<file path="config.mk">
export PLATFORM = sky130hd
export DESIGN_NAME = can_frame_to_slcan_text_encoder_top
export DESIGN_NICKNAME = d
export VERILOG_FILES = /design/src/rtl/slcan_pkg.sv /design/src/rtl/can_frame_to_slcan_text_encoder_top.sv /design/src/rtl/slcan_ts_timer.sv /design/src/rtl/slcan_txt_ser.sv
export VERILOG_INCLUDE_DIRS = /design/src /design/src/rtl
export SDC_FILE = /design/constraint.sdc
export NUM_CORES = 1
export LEC_CHECK = 0
export BUFFER_PORTS_ARGS = -buffer_cell sky130_fd_sc_hd__buf_2
export CAP_MARGIN = 40
export CORE_MARGIN = 4
export CORE_UTILIZATION = 32
export DETAILED_ROUTE_END_ITERATION = 7
export PLACE_DENSITY = 0.53
export SETUP_SLACK_MARGIN = 0.3
export SYNTH_ARGS = -nofsm -noshare
export SYNTH_HDL_FRONTEND = slang
export SYNTH_SLANG_ARGS = --single-unit
</file>
<file path="constraint.sdc">
create_clock -name clk -period 4.3 [get_ports clk]
set_input_delay 0.215 -clock clk [delete_from_list [all_inputs] [get_ports clk]]
set_output_delay 0.215 -clock clk [all_outputs]
set_load 0.05 [all_outputs]
</file>
<file path="src/rtl/can_frame_to_slcan_text_encoder_top_macros.svh">
// Assertion helpers, sampled on clk, off while rst_n is low
`ifndef CAN_FRAME_TO_SLCAN_TEXT_ENCODER_TOP_MACROS_SVH
`define CAN_FRAME_TO_SLCAN_TEXT_ENCODER_TOP_MACROS_SVH

`define SLCAN_ASSERT(lbl, prop, msg) \
    lbl: assert property (@(posedge clk) disable iff (!rst_n) prop) else $error(msg);

`define SLCAN_ASSERT_NEVER(lbl, expr, msg) \
    lbl: assert property (@(posedge clk) disable iff (!rst_n) !(expr)) else $error(msg);

`endif

</file>
<file path="src/rtl/slcan_pkg.sv">
`timescale 1ns / 1ps
`default_nettype none

package slcan_pkg;

    localparam int unsigned TIMER_WRAP_DEF      = 60000;
    localparam int unsigned TX_BUFFER_BYTES_DEF = 512;

    localparam int unsigned ID_W      = 11;
    localparam int unsigned LEN_W     = 4;
    localparam int unsigned DATA_W    = 64;
    localparam int unsigned FREE_W    = 10;
    localparam int unsigned TS_W      = 16;
    localparam int unsigned CHAR_W    = 8;
    localparam int unsigned MAX_BYTES = 8;

    localparam logic [CHAR_W-1:0] CHAR_T    = 8'h74;
    localparam logic [CHAR_W-1:0] CHAR_CR   = 8'h0D;
    localparam logic [CHAR_W-1:0] CHAR_A    = 8'h41;
    localparam logic [CHAR_W-1:0] CHAR_0    = 8'h30;
    localparam logic [CHAR_W-1:0] CHAR_NONE = 8'h00;
    localparam logic [3:0]        HEX_TEN   = 4'd10;
    localparam logic [3:0]        NIB_MASK  = 4'hF;

    typedef struct packed {
        logic [ID_W-1:0]   id;
        logic [LEN_W-1:0]  len;
        logic [DATA_W-1:0] data;
        logic [FREE_W-1:0] tx_free;
    } frame_t;

    typedef struct packed {
        logic tick;
        logic enable;
    } ts_ctrl_t;

    typedef enum logic [2:0] {
        ENC_IDLE,
        ENC_START,
        ENC_BODY,
        ENC_STAMP,
        ENC_END,
        ENC_DROP
    } enc_state_t;

    function automatic logic [CHAR_W-1:0] hex_char(input logic [3:0] v);
        logic [3:0] n;
        n = v & NIB_MASK;
        if (n >= HEX_TEN)
        begin
            return CHAR_A + CHAR_W'(n - HEX_TEN);
        end
        return CHAR_0 + CHAR_W'(n);
    endfunction

endpackage

`default_nettype wire

</file>
<file path="src/rtl/can_frame_to_slcan_text_encoder_top.sv">
`timescale 1ns / 1ps
`default_nettype none

// Channel   Dir  Handshake        Payload
// s_axis    in   tvalid / tready  tdata: elapsed_ms, frame_id, frame_len, frame_data,
//                                 tx_free; tuser: opcode (1 = frame)
// m_axis    out  tvalid / tready  tdata: out_char; tlast: last_char; tuser: dropped
// cfg       in   cfg_wr_en        cfg_wr_data: timestamp_enable
//
// A frame is loaded, then its characters are sent at the output pace; a dropped frame
// sends a single drop transfer. Characters come from a nibble shift register.
// A tick zeroes the timestamp when off, else adds elapsed_ms (bit-serial mod TIMER_WRAP).
// Input is taken while the last character still waits in the output register.
// Reset is asynchronous and clears the counter and the enable; no clearing pass.

module can_frame_to_slcan_text_encoder_top #(
    parameter int unsigned TIMER_WRAP      = slcan_pkg::TIMER_WRAP_DEF,
    parameter int unsigned TX_BUFFER_BYTES = slcan_pkg::TX_BUFFER_BYTES_DEF
) (
    input  wire logic         clk,
    input  wire logic         rst_n,
    input  wire logic         s_axis_tvalid,
    output logic              s_axis_tready,
    // [15:0] elapsed_ms, [26:16] frame_id, [30:27] frame_len,
    // [94:31] frame_data, [104:95] tx_free, [111:105] zero
    input  wire logic [111:0] s_axis_tdata,
    // [0] opcode
    input  wire logic         s_axis_tuser,
    output logic              m_axis_tvalid,
    input  wire logic         m_axis_tready,
    // [7:0] out_char
    output logic [7:0]        m_axis_tdata,
    output logic              m_axis_tlast,
    // [0] dropped
    output logic              m_axis_tuser,
    input  wire logic         cfg_wr_en,
    input  wire logic         cfg_wr_data
);
    import slcan_pkg::*;

    logic            ts_en_reg;
    logic            accept;
    logic            enc_idle;
    logic            ts_busy;
    logic [TS_W-1:0] ts_val;
    frame_t          frame;
    ts_ctrl_t        ts_ctrl;

    assign s_axis_tready = enc_idle && !ts_busy;
    assign accept        = s_axis_tvalid && s_axis_tready;

    assign frame.id      = s_axis_tdata[26:16];
    assign frame.len     = s_axis_tdata[30:27];
    assign frame.data    = s_axis_tdata[94:31];
    assign frame.tx_free = s_axis_tdata[104:95];

    assign ts_ctrl.tick   = accept && !s_axis_tuser;
    assign ts_ctrl.enable = ts_en_reg;

    always_ff @(posedge clk or negedge rst_n)
    begin
        if (!rst_n)
        begin
            ts_en_reg <= 1'b0;
        end
        else if (cfg_wr_en)
        begin
            ts_en_reg <= cfg_wr_data;
        end
    end

    slcan_ts_timer #(
        .TIMER_WRAP (TIMER_WRAP)
    ) u_timer (
        .clk          (clk),
        .rst_n        (rst_n),
        .ctrl         (ts_ctrl),
        .elapsed_ms   (s_axis_tdata[15:0]),
        .busy         (ts_busy),
        .timestamp_ms (ts_val)
    );

    slcan_txt_ser #(
        .TX_BUFFER_BYTES (TX_BUFFER_BYTES)
    ) u_ser (
        .clk          (clk),
        .rst_n        (rst_n),
        .start        (accept && s_axis_tuser),
        .frame        (frame),
        .ts_en        (ts_en_reg),
        .timestamp_ms (ts_val),
        .idle         (enc_idle),
        .out_valid    (m_axis_tvalid),
        .out_ready    (m_axis_tready),
        .out_char     (m_axis_tdata),
        .out_last     (m_axis_tlast),
        .out_drop     (m_axis_tuser)
    );

endmodule

`default_nettype wire

</file>
<file path="src/rtl/slcan_ts_timer.sv">
`timescale 1ns / 1ps
`default_nettype none

`include "can_frame_to_slcan_text_encoder_top_macros.svh"

module slcan_ts_timer #(
    parameter int unsigned TIMER_WRAP = slcan_pkg::TIMER_WRAP_DEF
) (
    input  wire logic                       clk,
    input  wire logic                       rst_n,
    input  wire slcan_pkg::ts_ctrl_t        ctrl,
    input  wire logic [slcan_pkg::TS_W-1:0] elapsed_ms,
    output logic                            busy,
    output logic [slcan_pkg::TS_W-1:0]      timestamp_ms
);
    import slcan_pkg::*;

    localparam int unsigned SUM_W = TS_W + 1;
    localparam int unsigned CNT_W = $clog2(SUM_W + 1);
    localparam logic [SUM_W-1:0] WRAP_VAL = SUM_W'(TIMER_WRAP);

    logic [TS_W-1:0]  ts_reg,   ts_next;
    logic [SUM_W-1:0] sum_reg,  sum_next;
    logic [SUM_W-1:0] rem_reg,  rem_next;
    logic [CNT_W-1:0] cnt_reg,  cnt_next;
    logic             busy_reg, busy_next;
    logic [SUM_W-1:0] rem_shift;

    // restoring reduction mod TIMER_WRAP, one sum bit per cycle, MSB first
    always_comb
    begin
        rem_shift = {rem_reg[SUM_W-2:0], sum_reg[SUM_W-1]};
        if (rem_shift >= WRAP_VAL)
        begin
            rem_shift = rem_shift - WRAP_VAL;
        end
    end

    always_comb
    begin
        ts_next   = ts_reg;
        sum_next  = sum_reg;
        rem_next  = rem_reg;
        cnt_next  = cnt_reg;
        busy_next = busy_reg;
        if (busy_reg)
        begin
            sum_next = {sum_reg[SUM_W-2:0], 1'b0};
            rem_next = rem_shift;
            cnt_next = cnt_reg - 1'b1;
            if (cnt_reg == CNT_W'(1))
            begin
                busy_next = 1'b0;
                ts_next   = rem_shift[TS_W-1:0];
            end
        end
        else if (ctrl.tick)
        begin
            if (ctrl.enable)
            begin
                sum_next  = {1'b0, ts_reg} + {1'b0, elapsed_ms};
                rem_next  = '0;
                cnt_next  = CNT_W'(SUM_W);
                busy_next = 1'b1;
            end
            else
            begin
                ts_next = '0;
            end
        end
    end

    always_ff @(posedge clk or negedge rst_n)
    begin
        if (!rst_n)
        begin
            ts_reg   <= '0;
            cnt_reg  <= '0;
            busy_reg <= 1'b0;
        end
        else
        begin
            ts_reg   <= ts_next;
            cnt_reg  <= cnt_next;
            busy_reg <= busy_next;
        end
    end

    always_ff @(posedge clk)
    begin
        sum_reg <= sum_next;
        rem_reg <= rem_next;
    end

    assign busy         = busy_reg;
    assign timestamp_ms = ts_reg;

    `SLCAN_ASSERT(a_busy_cnt, busy_reg |-> (cnt_reg != '0), "reduction running with zero count")
    `SLCAN_ASSERT(a_ts_range, !busy_reg |-> ({1'b0, ts_reg} < WRAP_VAL), "timestamp beyond wrap")
    `SLCAN_ASSERT_NEVER(a_tick_busy, ctrl.tick && busy_reg, "tick while reduction running")

endmodule

`default_nettype wire

</file>
<file path="src/rtl/slcan_txt_ser.sv">
`timescale 1ns / 1ps
`default_nettype none

`include "can_frame_to_slcan_text_encoder_top_macros.svh"

module slcan_txt_ser #(
    parameter int unsigned TX_BUFFER_BYTES = slcan_pkg::TX_BUFFER_BYTES_DEF
) (
    input  wire logic                         clk,
    input  wire logic                         rst_n,
    input  wire logic                         start,
    input  wire slcan_pkg::frame_t            frame,
    input  wire logic                         ts_en,
    input  wire logic [slcan_pkg::TS_W-1:0]   timestamp_ms,
    output logic                              idle,
    output logic                              out_valid,
    input  wire logic                         out_ready,
    output logic [slcan_pkg::CHAR_W-1:0]      out_char,
    output logic                              out_last,
    output logic                              out_drop
);
    import slcan_pkg::*;

    localparam int unsigned BODY_NIBS = 4 + 2 * MAX_BYTES;
    localparam int unsigned BODY_W    = 4 * BODY_NIBS;
    localparam int unsigned BCNT_W    = $clog2(BODY_NIBS + 1);
    localparam int unsigned SCNT_W    = 3;
    localparam int unsigned CMP_W     = 17;
    localparam logic [CMP_W-1:0] BUF_MAX = CMP_W'(TX_BUFFER_BYTES);

    enc_state_t state_reg, state_next;

    logic [BODY_W-1:0] body_reg,  body_next;
    logic [BCNT_W-1:0] bcnt_reg,  bcnt_next;
    logic [TS_W-1:0]   stamp_reg, stamp_next;
    logic [SCNT_W-1:0] scnt_reg,  scnt_next;

    logic              ov_reg,    ov_next;
    logic [CHAR_W-1:0] char_reg,  char_next;
    logic              last_reg,  last_next;
    logic              drop_reg,  drop_next;

    logic              adv;
    logic [LEN_W-1:0]  nbytes;
    logic [4:0]        need;
    logic [CMP_W-1:0]  free_sat;
    logic              no_room;
    logic [BODY_W-1:0] body_load;

    assign adv = !ov_reg || out_ready;

    always_comb
    begin
        nbytes = (frame.len > LEN_W'(MAX_BYTES)) ? LEN_W'(MAX_BYTES) : frame.len;
        need   = 5'd6 + {nbytes, 1'b0} + (ts_en ? 5'd4 : 5'd0);
        free_sat = ({7'b0, frame.tx_free} > BUF_MAX) ? BUF_MAX : {7'b0, frame.tx_free};
        no_room  = free_sat < {12'b0, need};
        body_load = '0;
        body_load[BODY_W-1 -: 16] = {1'b0, frame.id, frame.len};
        for (int i = 0; i < MAX_BYTES; i++)
        begin
            body_load[DATA_W-1-8*i -: 8] = frame.data[8*i +: 8];
        end
    end

    always_comb
    begin
        state_next = state_reg;
        case (state_reg)
            ENC_IDLE:
            begin
                if (start)
                begin
                    state_next = no_room ? ENC_DROP : ENC_START;
                end
            end
            ENC_START:
            begin
                if (adv)
                begin
                    state_next = ENC_BODY;
                end
            end
            ENC_BODY:
            begin
                if (adv && bcnt_reg == BCNT_W'(1))
                begin
                    state_next = (scnt_reg != '0) ? ENC_STAMP : ENC_END;
                end
            end
            ENC_STAMP:
            begin
                if (adv && scnt_reg == SCNT_W'(1))
                begin
                    state_next = ENC_END;
                end
            end
            ENC_END, ENC_DROP:
            begin
                if (adv)
                begin
                    state_next = ENC_IDLE;
                end
            end
            default:
            begin
                state_next = ENC_IDLE;
            end
        endcase
    end

    always_comb
    begin
        body_next  = body_reg;
        bcnt_next  = bcnt_reg;
        stamp_next = stamp_reg;
        scnt_next  = scnt_reg;
        ov_next    = ov_reg && !out_ready;
        char_next  = char_reg;
        last_next  = last_reg;
        drop_next  = drop_reg;
        case (state_reg)
            ENC_IDLE:
            begin
                if (start)
                begin
                    body_next  = body_load;
                    bcnt_next  = BCNT_W'(5'd4 + {nbytes, 1'b0});
                    stamp_next = timestamp_ms;
                    scnt_next  = ts_en ? SCNT_W'(4) : '0;
                end
            end
            ENC_START:
            begin
                if (adv)
                begin
                    ov_next   = 1'b1;
                    char_next = CHAR_T;
                    last_next = 1'b0;
                    drop_next = 1'b0;
                end
            end
            ENC_BODY:
            begin
                if (adv)
                begin
                    ov_next   = 1'b1;
                    char_next = hex_char(body_reg[BODY_W-1 -: 4]);
                    last_next = 1'b0;
                    drop_next = 1'b0;
                    body_next = {body_reg[BODY_W-5:0], 4'h0};
                    bcnt_next = bcnt_reg - 1'b1;
                end
            end
            ENC_STAMP:
            begin
                if (adv)
                begin
                    ov_next    = 1'b1;
                    char_next  = hex_char(stamp_reg[TS_W-1 -: 4]);
                    last_next  = 1'b0;
                    drop_next  = 1'b0;
                    stamp_next = {stamp_reg[TS_W-5:0], 4'h0};
                    scnt_next  = scnt_reg - 1'b1;
                end
            end
            ENC_END:
            begin
                if (adv)
                begin
                    ov_next   = 1'b1;
                    char_next = CHAR_CR;
                    last_next = 1'b1;
                    drop_next = 1'b0;
                end
            end
            ENC_DROP:
            begin
                if (adv)
                begin
                    ov_next   = 1'b1;
                    char_next = CHAR_NONE;
                    last_next = 1'b1;
                    drop_next = 1'b1;
                end
            end
            default:
            begin
                ov_next = 1'b0;
            end
        endcase
    end

    always_ff @(posedge clk or negedge rst_n)
    begin
        if (!rst_n)
        begin
            state_reg <= ENC_IDLE;
            ov_reg    <= 1'b0;
            bcnt_reg  <= '0;
            scnt_reg  <= '0;
        end
        else
        begin
            state_reg <= state_next;
            ov_reg    <= ov_next;
            bcnt_reg  <= bcnt_next;
            scnt_reg  <= scnt_next;
        end
    end

    always_ff @(posedge clk)
    begin
        body_reg  <= body_next;
        stamp_reg <= stamp_next;
        char_reg  <= char_next;
        last_reg  <= last_next;
        drop_reg  <= drop_next;
    end

    assign idle      = (state_reg == ENC_IDLE);
    assign out_valid = ov_reg;
    assign out_char  = char_reg;
    assign out_last  = last_reg;
    assign out_drop  = drop_reg;

    `SLCAN_ASSERT(a_drop_form, (ov_reg && drop_reg) |-> (last_reg && char_reg == CHAR_NONE), "malformed drop transfer")
    `SLCAN_ASSERT(a_body_cnt, (state_reg == ENC_BODY) |-> (bcnt_reg != '0), "body digits exhausted")
    `SLCAN_ASSERT_NEVER(a_start_busy, start && state_reg != ENC_IDLE, "frame started while busy")

endmodule

`default_nettype wire
</file>
[Word-level counts from Yosys, hierarchy flattened]
Cells that the tools add are included.
Widths: inputs -> output; s select.
Storage, ports and cells
  flip-flop bits (word level): 174
  bits of input ports: 119
  output and inout port bits: 12
Cells by class
  add/subtract/negate cells: 14
  order comparisons: 6
  eq/ne operators: 21
  muxes and demuxes: 64
  reduce and logical (&&, ||, !) cells: 34
Operators with widths (number)
  $mux 16: 10
  $mux 80: 2
  $pmux 80 s2: 1
  $mux 8: 9
  $mux 17: 3
  $pmux 8 s5: 1
  $mux 3: 11
  $pmux 16 s2: 1
  $mux 5: 5
  $ne 2x1->1 const B: 12
  $add 16x16->17: 1
  $ge 17x16->1 const B: 1
  $lt 17x5->1: 1
  $add 7x8->8 const A: 2
  $sub 16x16->16 const B: 1
  $pmux 3 s5: 1
  $reduce_and 3->1: 5
  $add 6x4->7 const A: 2
  $mux 1: 13
  $reduce_bool 2->1: 6
  $add 3x5->5 const A: 2
  $eq 5x1->1 const B: 2
  $gt 10x10->1 const B: 1
  $mux 10: 1
  27 further kinds: 45

[Logic depth before layout (Yosys ltp)]
Gate-level depths: netlist of the first run.
  word-level depth: 8
  gate-level depth with buffers: 12

[By module]
From an unflattened synthesis of the first run, not the netlist that was laid out.
Unflattened totals
  cell total of the unflattened synthesis: 896
  area, all modules: 9158.8 um2
By module, submodules not included
  slcan_txt_ser: instances 1, cells each 580, area each 5825.6 um2
  slcan_ts_timer: instances 1, cells each 311, area each 3264.4 um2
  can_frame_to_slcan_text_encoder_top: instances 1, cells each 5, area each 68.8 um2

[Worst setup path before layout of the first run]
OpenSTA, ideal clock, no wires.
  path kind: register to register
  from: register u_timer.busy_reg, in the netlist u_timer.busy
  to: register u_ser.body_reg[0] (enable)
  setup time: 475 ps
  data arrival time: 3476 ps
  required time: 3825 ps
  setup slack: 349 ps
  stages on the path, launching flop included: 7
  path buffers: 2
  period minus slack after synthesis: 3951 ps
  cell sequence: dfrtp_1 > clkbuf_1 > nand3b_1 > nor2_1 > a21oi_1 > nor3_1 > clkbuf_1
Between the ends
  word-level cells in the longest chain between the ends: 6
Ends and longest elaborated chain
  start: declaration: RTL line slcan_ts_timer.sv:26  | logic busy_reg, busy_next;
  start signal: assignment: RTL line slcan_ts_timer.sv:85  | busy_reg <= busy_next;
  $logic_not 1->1: RTL line can_frame_to_slcan_text_encoder_top.sv:49  | assign s_axis_tready = enc_idle && !ts_busy;
  $logic_and 1x1->1: RTL line can_frame_to_slcan_text_encoder_top.sv:49
  $logic_and 1x1->1: RTL line can_frame_to_slcan_text_encoder_top.sv:50  | assign accept = s_axis_tvalid && s_axis_tready;
  $logic_and 1x1->1: RTL line can_frame_to_slcan_text_encoder_top.sv:88  | .start (accept && s_axis_tuser),
  $ne 2x1->1 (no source line)
  $reduce_and 3->1 (no source line)
  end signal: assignment: RTL line slcan_txt_ser.sv:214  | body_reg <= body_next;
  end: declaration: RTL line slcan_txt_ser.sv:33  | logic [BODY_W-1:0] body_reg, body_next;
Every way passes these cells.
A chain may end at the register's enable or synchronous reset.

[Worst setup path after layout of the first run]
  from: register u_timer.ts_reg[0], in the netlist u_timer.timestamp_ms[0]
  to: register u_timer.sum_reg[16] (data pin)
Between the ends
  word-level cells in the longest chain between the ends: 4
Ends and longest elaborated chain
  start: declaration: RTL line slcan_ts_timer.sv:22  | logic [TS_W-1:0] ts_reg, ts_next;
  start signal: assignment: RTL line slcan_ts_timer.sv:83  | ts_reg <= ts_next;
  $add 16x16->17: RTL line slcan_ts_timer.sv:61  | sum_next = {1'b0, ts_reg} + {1'b0, elapsed_ms};
  $mux 17: RTL line slcan_ts_timer.sv:59  | if (ctrl.enable)
  $mux 17: RTL line slcan_ts_timer.sv:57  | else if (ctrl.tick)
  $mux 17: RTL line slcan_ts_timer.sv:46  | if (busy_reg)
  named net u_timer.sum_next[16]: RTL line slcan_ts_timer.sv:23  | logic [SUM_W-1:0] sum_reg, sum_next;
  end signal: assignment: RTL line slcan_ts_timer.sv:91  | sum_reg <= sum_next;
  end: declaration: RTL line slcan_ts_timer.sv:23
The timed path passes the listed nets, and every way through them passes these cells. The select of a mux whose other input is x is not followed.

==> metrics.txt, run 1 <==
vias per cell=4.73; main flop type after synthesis=edfxtp_1; Fin. Hold Viols=0; DIE WIDTH=175 um; Fin Setup TNS=0 ns; R2R setup slack=1.55 ns; core outline area=0.0273 mm2; Flop pwr share=40.6%; worst hold-check path type=in2reg; DRC viols=0; P_leak=4.48 nW; Netlist Area Pre-Place=0.00896 mm2; Clock transition at path regs=0.07 ns; Total GRT Usage=13.1%; post-synth top area cell=edfxtp_1; critical setup path kind=reg2reg; vias in the first global route=6393; IO buf count=121; largest net degree at the start of global routing=82; share of layout cells above drive strength 1=19.1%; DP Wirelength=14300 um; Syn. warnings=0; clock share of power=19.3%; synthesis-to-finish area growth=18.2%; post-cts sizing count=0; NetSw=3.22 mW; CTS tree=done; Peak VDD IR=405 uV; syn_area_per_cell=10.2 um2; postcts setup bufs=0; min-delay src=cfg_wr_en; first-pass GRT wire length=32600 um; synth top area cells=edfxtp_1, nand2_1, dfrtp_1; initial antenna violation count=1; critical path fanouts, max=3; Tmin final=2.75 ns; syn_nets=1036; worst path buffer plus inverter count=0; worst setup margin=1.55 ns; Final Max Tran Viols=0; Post-Synthesis Cells=874; Die Area=0.0307 mm2; Slew headroom=44.3%; Chip Height=175 um; GPL Wtd Cong=0.806; DRT antenna net count=0; RSZ-0062 raised after global routing=no; WL/cell=14.7 um; Max Fclk=364 MHz; Post-synth EDFFs=137; Starting DRT DRC Count=445; register area=0.00501 mm2; Pint=4.92 mW; Worst Hold End=ts_en_reg; Initial Util=32.9%; # rows=60; worst path required time=4.48 ns; multi-input logic area=0.00370 mm2; worst-path cell chain=ha_1 -> fa_1 -> a21oi_1 -> a2bb2oi_1 -> a21oi_1 -> a221oi_1 -> o21ai_0 -> a22o_1; reg-to-reg startpoint=u_timer.timestamp_ms[0]; H-Tree Depth=4; #FFs+latches synth=173; I/O pin count=131; Setup violations, final=0; max FFs per register=80; run status=complete, no violations; asr flop ratio synth=20.2%; R2R depth=8; clock root cell=clkbuf_16; Pwr Total=8.14 mW; Clock Path Buffers=2; fillcell total=2690; CTS buffer count=17; clock latency at the later pin of the worst-skew pair=0.43 ns; CP most frequent cell=a21oi_1; diode count=0; Detailed Route WL=20200 um; max cap viols=0; Synth top cells by count=nand2_1, edfxtp_1, o21ai_0, a21oi_1, ha_1; Pre-antenna DRT Iters=4; worst-margin pin slew=0.835 ns; net switching fraction of the power=39.5%; Worst Path Arrival=2.93 ns; combinational power share=40.0%; Clock Sinks=173; Worst path top cell family by delay=compound AO/OA/AOI/OAI gates; hold path depth=2; pre-CTS setup slack=1.57 ns; CP endpoint kind=flip-flop; Unique masters post-synth=66; Tcrit/Tclk final=64.0%; count leader, synth=nand2_1; post-synth top area share=45.9%; vias post-DR=6484; Fin Clk Skew=0.0116 ns; cell area power density=769 mW/mm2; Crit path largest cell delay=0.42 ns; GRT overflow=0; RR Endpoint=u_timer.sum_reg[16]; Crit-path slowest cell=a221oi_1; fin nets=1149; post-synthesis sequential area ratio=55.9%; crit start category=flip-flop
## routing by layer
| metal | share of wire, % | vias up | GRT usage [%] |
|---|---|---|---|
| li1 | - | 3279 | - |
| met1 | 48 | 3081 | 18.2 |
| met2 | 47 | 103 | 21.0 |
| met3 | 3.2 | 19 | 2.88 |
| met4 | 1.2 | 2 | 3.08 |
| met5 | 0.035 | - | 0 |
## power groups by stage
stage / Combinational (mW) / Clock [mW] / Sequential [mW]
3_3_place_gp: 3.27 / 0 / 3.32
5_1_grt: 3.71 / 1.70 / 3.39
6_report: 3.26 / 1.57 / 3.31
2_1_floorplan: 2.41 / 0 / 3.38
4_1_cts: 3.33 / 1.62 / 3.32
3_5_place_dp: 3.32 / 0 / 3.35
## how the worst max path moves through the flow
stage,end,depth (start not counted),from
3_5_place_dp,u_timer.sum_reg[16],8,u_timer.timestamp_ms[0]
5_1_grt,u_timer.sum_reg[16],8,u_timer.timestamp_ms[0]
2_1_floorplan,u_ser.body_reg[0],6,u_timer.busy
4_1_cts,u_timer.sum_reg[16],8,u_timer.timestamp_ms[0]
6_report,u_timer.sum_reg[16],8,u_timer.timestamp_ms[0]
3_3_place_gp,u_timer.sum_reg[16],8,u_timer.timestamp_ms[0]
## cells in the final DEF, fill, tap and decap left out, types with 10 or more instances in the layout
cell type	instances
clkbuf_16	17
xnor2_1	21
nand3_1	12
a21oi_1	41
mux2_2	12
dfrtp_1	35
and2_1	19
nor2_1	34
inv_1	25
buf_2	122
xor2_1	10
nand2_1	274
ha_1	41
buf_4	10
edfxtp_1	137
o21ai_0	47
## through the flow
| stage | cell area (um2) | utilization [%] | std cells | hold slack (ns) |
|---|---|---|---|---|
| 2_1_floorplan | 8960 | - | 874 | -0.0806 |
| 3_3_place_gp | 9970 | 36.6 | 1338 | 0.356 |
| 3_5_place_dp | 9980 | 36.6 | 1339 | 0.367 |
| 4_1_cts | 10600 | 38.9 | 1372 | 0.0270 |
| 5_1_grt | 10600 | 38.9 | 1372 | 0.0281 |
| 6_report | 10600 | 38.9 | 1372 | 0.0311 |
## layout make-up
class / instances / area share [%]
clock inverter: 15 / 1.65
multi-input combinational: 636 / 35.0
timing repair buffer: 134 / 6.76
tap: 372 / 4.40
clock buffer: 17 / 4.02
sequential: 173 / 47.3
inverter: 25 / 0.886
## kinds of logic (layout without fill, tap and decap cells)
family,Yosys count,count (layout),share of synthesized area (%)
buf+inv,65,191,2.89
other cells,1,1,0.0419
flops,173,173,55.9
mux,16,16,1.96
xor+xnor,31,31,3.03
compound gates,152,152,11.0
fa+ha+maj,43,43,6.17
simple gates,393,393,18.9
## worst register-to-register path: stages, from the launching register on
cell       delay (ns)
dfrtp_1          0.41
ha_1             0.24
fa_1             0.41
a21oi_1          0.20
a2bb2oi_1        0.30
a21oi_1          0.16
a221oi_1         0.42
o21ai_0          0.16
a22o_1           0.21
## timing repair
action | 4_1_cts | 5_1_grt
hold buffers | 1 | 0
hold endpoints to repair | 35 | 0
setup endpoints to repair | 0 | 0
Power figures use the tool's default switching activity.
==> inputs of run 2 (changes only) <==
clock period = 2.8 ns   (was 4.3 ns; I/O delays follow)
==> run 2 against run 1 <==
  * Sequential share of layout area down 3.8 points
  * Clock skew rose by 0.0040 ns
  * First-iteration DRC count down 19%
  * Clock power is 57% higher
  * Register-to-register slack worse by 1.1 ns
  * Routed wire length increased by 5.6%
  * Critical path type unchanged
==> metrics.txt, run 2 (synthesis gave the netlist of run 1 again) <==
Final Max Tran Viols=0; Pwr Total=12.9 mW; commonest non-fill, non-tap cell in the layout=nand2_1; run status=complete, no violations; Worst Path Arrival=2.55 ns; share of layout cells above drive strength 1=19.1%; Tmin final=2.36 ns; Detailed Route WL=21300 um; Core Util, Final=42.3%; Total GRT Usage=14.0%; worst hold margin=0.0131 ns; Clock Path Buffers=2; cell area power density=1120 mW/mm2; WL/cell=14.6 um; critical path fanouts, max=4; most frequent cells in the layout=nand2_1, edfxtp_1, buf_2, dlygate4sd3_1, o21ai_0; H-Tree Depth=4; # rows=60; Initial Util=32.9%; fin area=0.0115 mm2; core outline area=0.0273 mm2; Crit path largest cell delay=0.60 ns; Clock Sinks=173; diode count=0; RSZ-0062 raised after global routing=no; clock root cell=clkbuf_16; DIE WIDTH=175 um; clock latency at the later pin of the worst-skew pair=0.43 ns; DP Wirelength=14500 um; Pre-antenna DRT Iters=5; initial antenna violation count=0; IO buf count=121; vias per cell=4.70; max cap viols=0; Peak VDD IR=462 uV; Die Area=0.0307 mm2; Fin Clk Skew=0.0156 ns; Finished Layout Cells=1457; pre-CTS setup slack=0.150 ns; GPL Wtd Cong=0.833; Starting DRT DRC Count=359; max FFs per register=80; Slew headroom=55.5%; worst path required time=2.99 ns; Worst path top cell family by delay=compound AO/OA/AOI/OAI gates; Clock transition at path regs=0.08 ns; worst-path cell chain=ha_1 -> nand3_1 -> a2bb2oi_2 -> a2111oi_0 -> o32ai_1 -> xnor2_1 -> o21ai_0; Tcrit/Tclk final=84.4%; worst hold-check path type=in2reg; Cell Area, Placed=0.0101 mm2; largest net degree at the start of global routing=71; worst path buffer plus inverter count=0; first-pass GRT wire length=35000 um; Max Fclk=423 MHz; DRC viols=0; GRT overflow=0; worst setup margin=0.436 ns; Fin Setup TNS=0 ns; Fin. Hold Viols=0; vias in the first global route=6891; I/O pin count=131; CTS buffer count=17; Chip Height=175 um; Setup violations, final=0; P_leak=4.86 nW; CTS tree=done; fillcell total=2622; DRT antenna net count=0; synthesis-to-finish area growth=28.6%; CP endpoint kind=flip-flop; Crit-path slowest cell=a2111oi_0; critical setup path kind=reg2reg; vias post-DR=6846; crit start category=flip-flop; worst-margin pin slew=0.650 ns; fin nets=1234; Cells after DPL=1346
run 2: changes by cell type in the layout (fill, tap and decap cells not counted), sizes merged:
cell,previous run,this run
dlygate4sd3,1,78
clkinv,4,8
buf,133,141
inv,34,30
run 2: worst paths after layout:
path	start	to	slack, ns	cells after the start
setup reg to reg	u_timer.timestamp_ms[5]	u_timer.sum_reg[14]	0.44	7
hold / removal	s_axis_tdata[34]	u_ser.body_reg[59]	0.01	3
min in group asynchronous	rst_n	u_timer.timestamp_ms[12]	0.16	2
setup / recovery	u_timer.timestamp_ms[5]	u_timer.sum_reg[14]	0.44	7
max in group asynchronous	rst_n	u_ser.bcnt_reg[2]	2.16	3
hold reg to reg	u_timer.sum_reg[0]	u_timer.sum_reg[0]	0.47	2
run 2: layout make-up:
class | count | area (um2) | share of cell area, %
clock buffers | 17 | 425 | 3.69
inverters | 25 | 93.8 | 0.815
flip-flops and latches | 173 | 5010 | 43.5
well taps | 372 | 465 | 4.04
clock inverters | 15 | 196 | 1.71
repair buffers | 219 | 1590 | 13.8
multi-input cells | 636 | 3740 | 32.4
run 2: what timing repair did:
item,4_1_cts,5_1_grt
hold endpoints to repair,111,1
setup buffers,0,1
setup endpoints to repair,3,6
pin swaps,0,6
hold buffers,77,1
resized for setup,2,8
run 2: worst reg2reg max path, stage by stage (launching register included):
cell and delay [ns]:
dfrtp_1 0.42, ha_1 0.39, nand3_1 0.11, a2bb2oi_2 0.18, a2111oi_0 0.60, o32ai_1 0.18
xnor2_1 0.16, o21ai_0 0.08
run 2: metal layers:
layer	GRT usage (%)	up-vias	share of wire (%)
li1	-	3457	-
met1	18.8	3242	46
met2	23.4	128	49
met3	2.93	19	3.3
met4	3.34	0	1.1
met5	0	-	0
run 2: where the power goes:
part	internal [mW]	switching, mW	total (mW)
clock network	1.29	1.18	2.47
logic	2.01	3.29	5.30
registers	4.48	0.610	5.10
total	7.79	5.08	12.9
==> inputs of run 3 (changes only) <==
clock period = 2.4 ns   (was 2.8 ns; I/O delays follow)
==> run 3 against run 2 <==
  * Utilization is 2.3 points higher
  * Count of clock-buffer cells in the layout stayed put
  * Combinational power is 33% higher
  * Flip-flop and latch count stayed put
  * Design area is 5.3% higher
  * Total power is 23% higher
  * Highest routed layer unchanged
  * Fmax is 3.5% higher
  * Critical path type unchanged
  * Routed wire length is 4.4% higher
  * Die area stayed put
  * Sequential power is 16% higher
  * Worst hold slack better by 0.020 ns
==> metrics.txt, run 3 (synthesis gave the netlist of run 1 again) <==
run status=complete, no violations; fillcell total=2534; WL/cell=14.9 um; Finished Layout Cells=1490; Setup violations, final=0; DRC viols=0; commonest non-fill, non-tap cell in the layout=nand2_1; worst hold margin=0.0333 ns; Starting DRT DRC Count=451; fin nets=1267; Fin Setup TNS=0 ns; RSZ-0062 raised after global routing=yes; critical path fanouts, max=3; worst path required time=2.59 ns; # rows=60; P_leak=5.08 nW; IO buf count=121; synthesis-to-finish area growth=35.4%; largest net degree at the start of global routing=82; vias post-DR=6992; Tmin final=2.28 ns; crit start category=flip-flop; I/O pin count=131; Die Area=0.0307 mm2; Clock Sinks=173; Fin Clk Skew=0.0167 ns; worst hold-check path type=in2reg; vias per cell=4.69; H-Tree Depth=4; Chip Height=175 um; CP endpoint kind=flip-flop; critical setup path kind=reg2reg; GPL Wtd Cong=0.829; DRT antenna net count=0; DP Wirelength=14700 um; initial antenna violation count=0; Fin. Hold Viols=0; fin area=0.0121 mm2; Slew headroom=60.6%; Max Fclk=438 MHz; Pre-antenna DRT Iters=5; DIE WIDTH=175 um; Peak VDD IR=612 uV; diode count=0; Total GRT Usage=14.3%; Worst Path Arrival=2.48 ns; crit path from=u_timer.timestamp_ms[0]; vias in the first global route=7016; clock root cell=clkbuf_16; reg-to-reg startpoint=u_timer.timestamp_ms[0]; core outline area=0.0273 mm2; Cells after DPL=1362; min-delay src=s_axis_tdata[0]; worst-margin pin slew=0.587 ns; Tcrit/Tclk final=95.2%; CTS tree=done; Clock transition at path regs=0.08 ns; Detailed Route WL=22300 um; most frequent cells in the layout=nand2_1, edfxtp_1, buf_2, dlygate4sd3_1, buf_4; GRT overflow=0; clock latency at the later pin of the worst-skew pair=0.44 ns; share of layout cells above drive strength 1=25.4%; Initial Util=32.9%; cell area power density=1300 mW/mm2; Final Max Tran Viols=0; Pwr Total=15.8 mW; max FFs per register=80; max cap viols=0; first-pass GRT wire length=35700 um; Clock Path Buffers=2; Cell Area, Placed=0.0103 mm2; CTS buffer count=17
-- run 3: path summary, 6_finish.rpt --
kind,endpoint,slack (ns),cells after the start
max,u_timer.sum_reg[16],0.12,8
min,u_timer.sum_reg[0],0.03,4
max reg2reg,u_timer.sum_reg[16],0.12,8
min reg2reg,u_timer.sum_reg[0],0.46,2
max in group asynchronous,u_ser.state_reg[0],1.79,3
min in group asynchronous,u_timer.timestamp_ms[11],0.16,2
-- run 3: critical path, stage by stage (launching register included) --
cell       delay, ns
dfrtp_1         0.41
ha_4            0.17
fa_2            0.37
a21oi_4         0.17
a2bb2oi_4       0.21
a21oi_2         0.09
a221oi_2        0.31
o21ai_1         0.11
a22o_1          0.20
-- run 3: stage by stage --
| stage | util (%) | setup slack, ns |
|---|---|---|
| 3_5_place_dp | 37.9 | 0.0379 |
| 4_1_cts | 43.8 | 0.120 |
| 6_report | 44.5 | 0.116 |
| 3_3_place_gp | 37.8 | 0.0695 |
| 2_1_floorplan | - | 0.115 |
| 5_1_grt | 44.5 | 0.00451 |
-- run 3: area by class of cell --
| cell class | instances | area (um2) | share of cell area (%) |
|---|---|---|---|
| Clock buffer | 17 | 425 | 3.51 |
| Clock inverter | 15 | 183 | 1.51 |
| Inverter | 25 | 93.8 | 0.774 |
| Multi-Input combinational cell | 637 | 4080 | 33.7 |
| Sequential cell | 173 | 5010 | 41.3 |
| Tap cell | 372 | 465 | 3.84 |
| Timing Repair Buffer | 251 | 1870 | 15.4 |
-- run 3: repair_timing --
action                                  4_1_cts  5_1_grt
buffers inserted                              7        7
gates resized for setup                      19       39
hold buffers                                 81        0
endpoints found under the setup margin       25       33
cloned                                        1        0
pin swaps                                    25       29
hold endpoints to repair                    114        0
-- run 3: per-layer routing --
layer,global-route usage [%],share of wire [%],vias to the layer above
met1,19.5,46,3333
met3,2.60,3.5,21
met5,0,0,-
met4,3.70,1.2,0
li1,-,-,3507
met2,23.8,49,131
-- run 3: where the power goes --
group	switching, mW	internal [mW]	total (mW)
Combinational	4.21	2.83	7.05
Sequential	0.682	5.23	5.92
Clock	1.40	1.43	2.82
Total	6.29	9.49	15.8
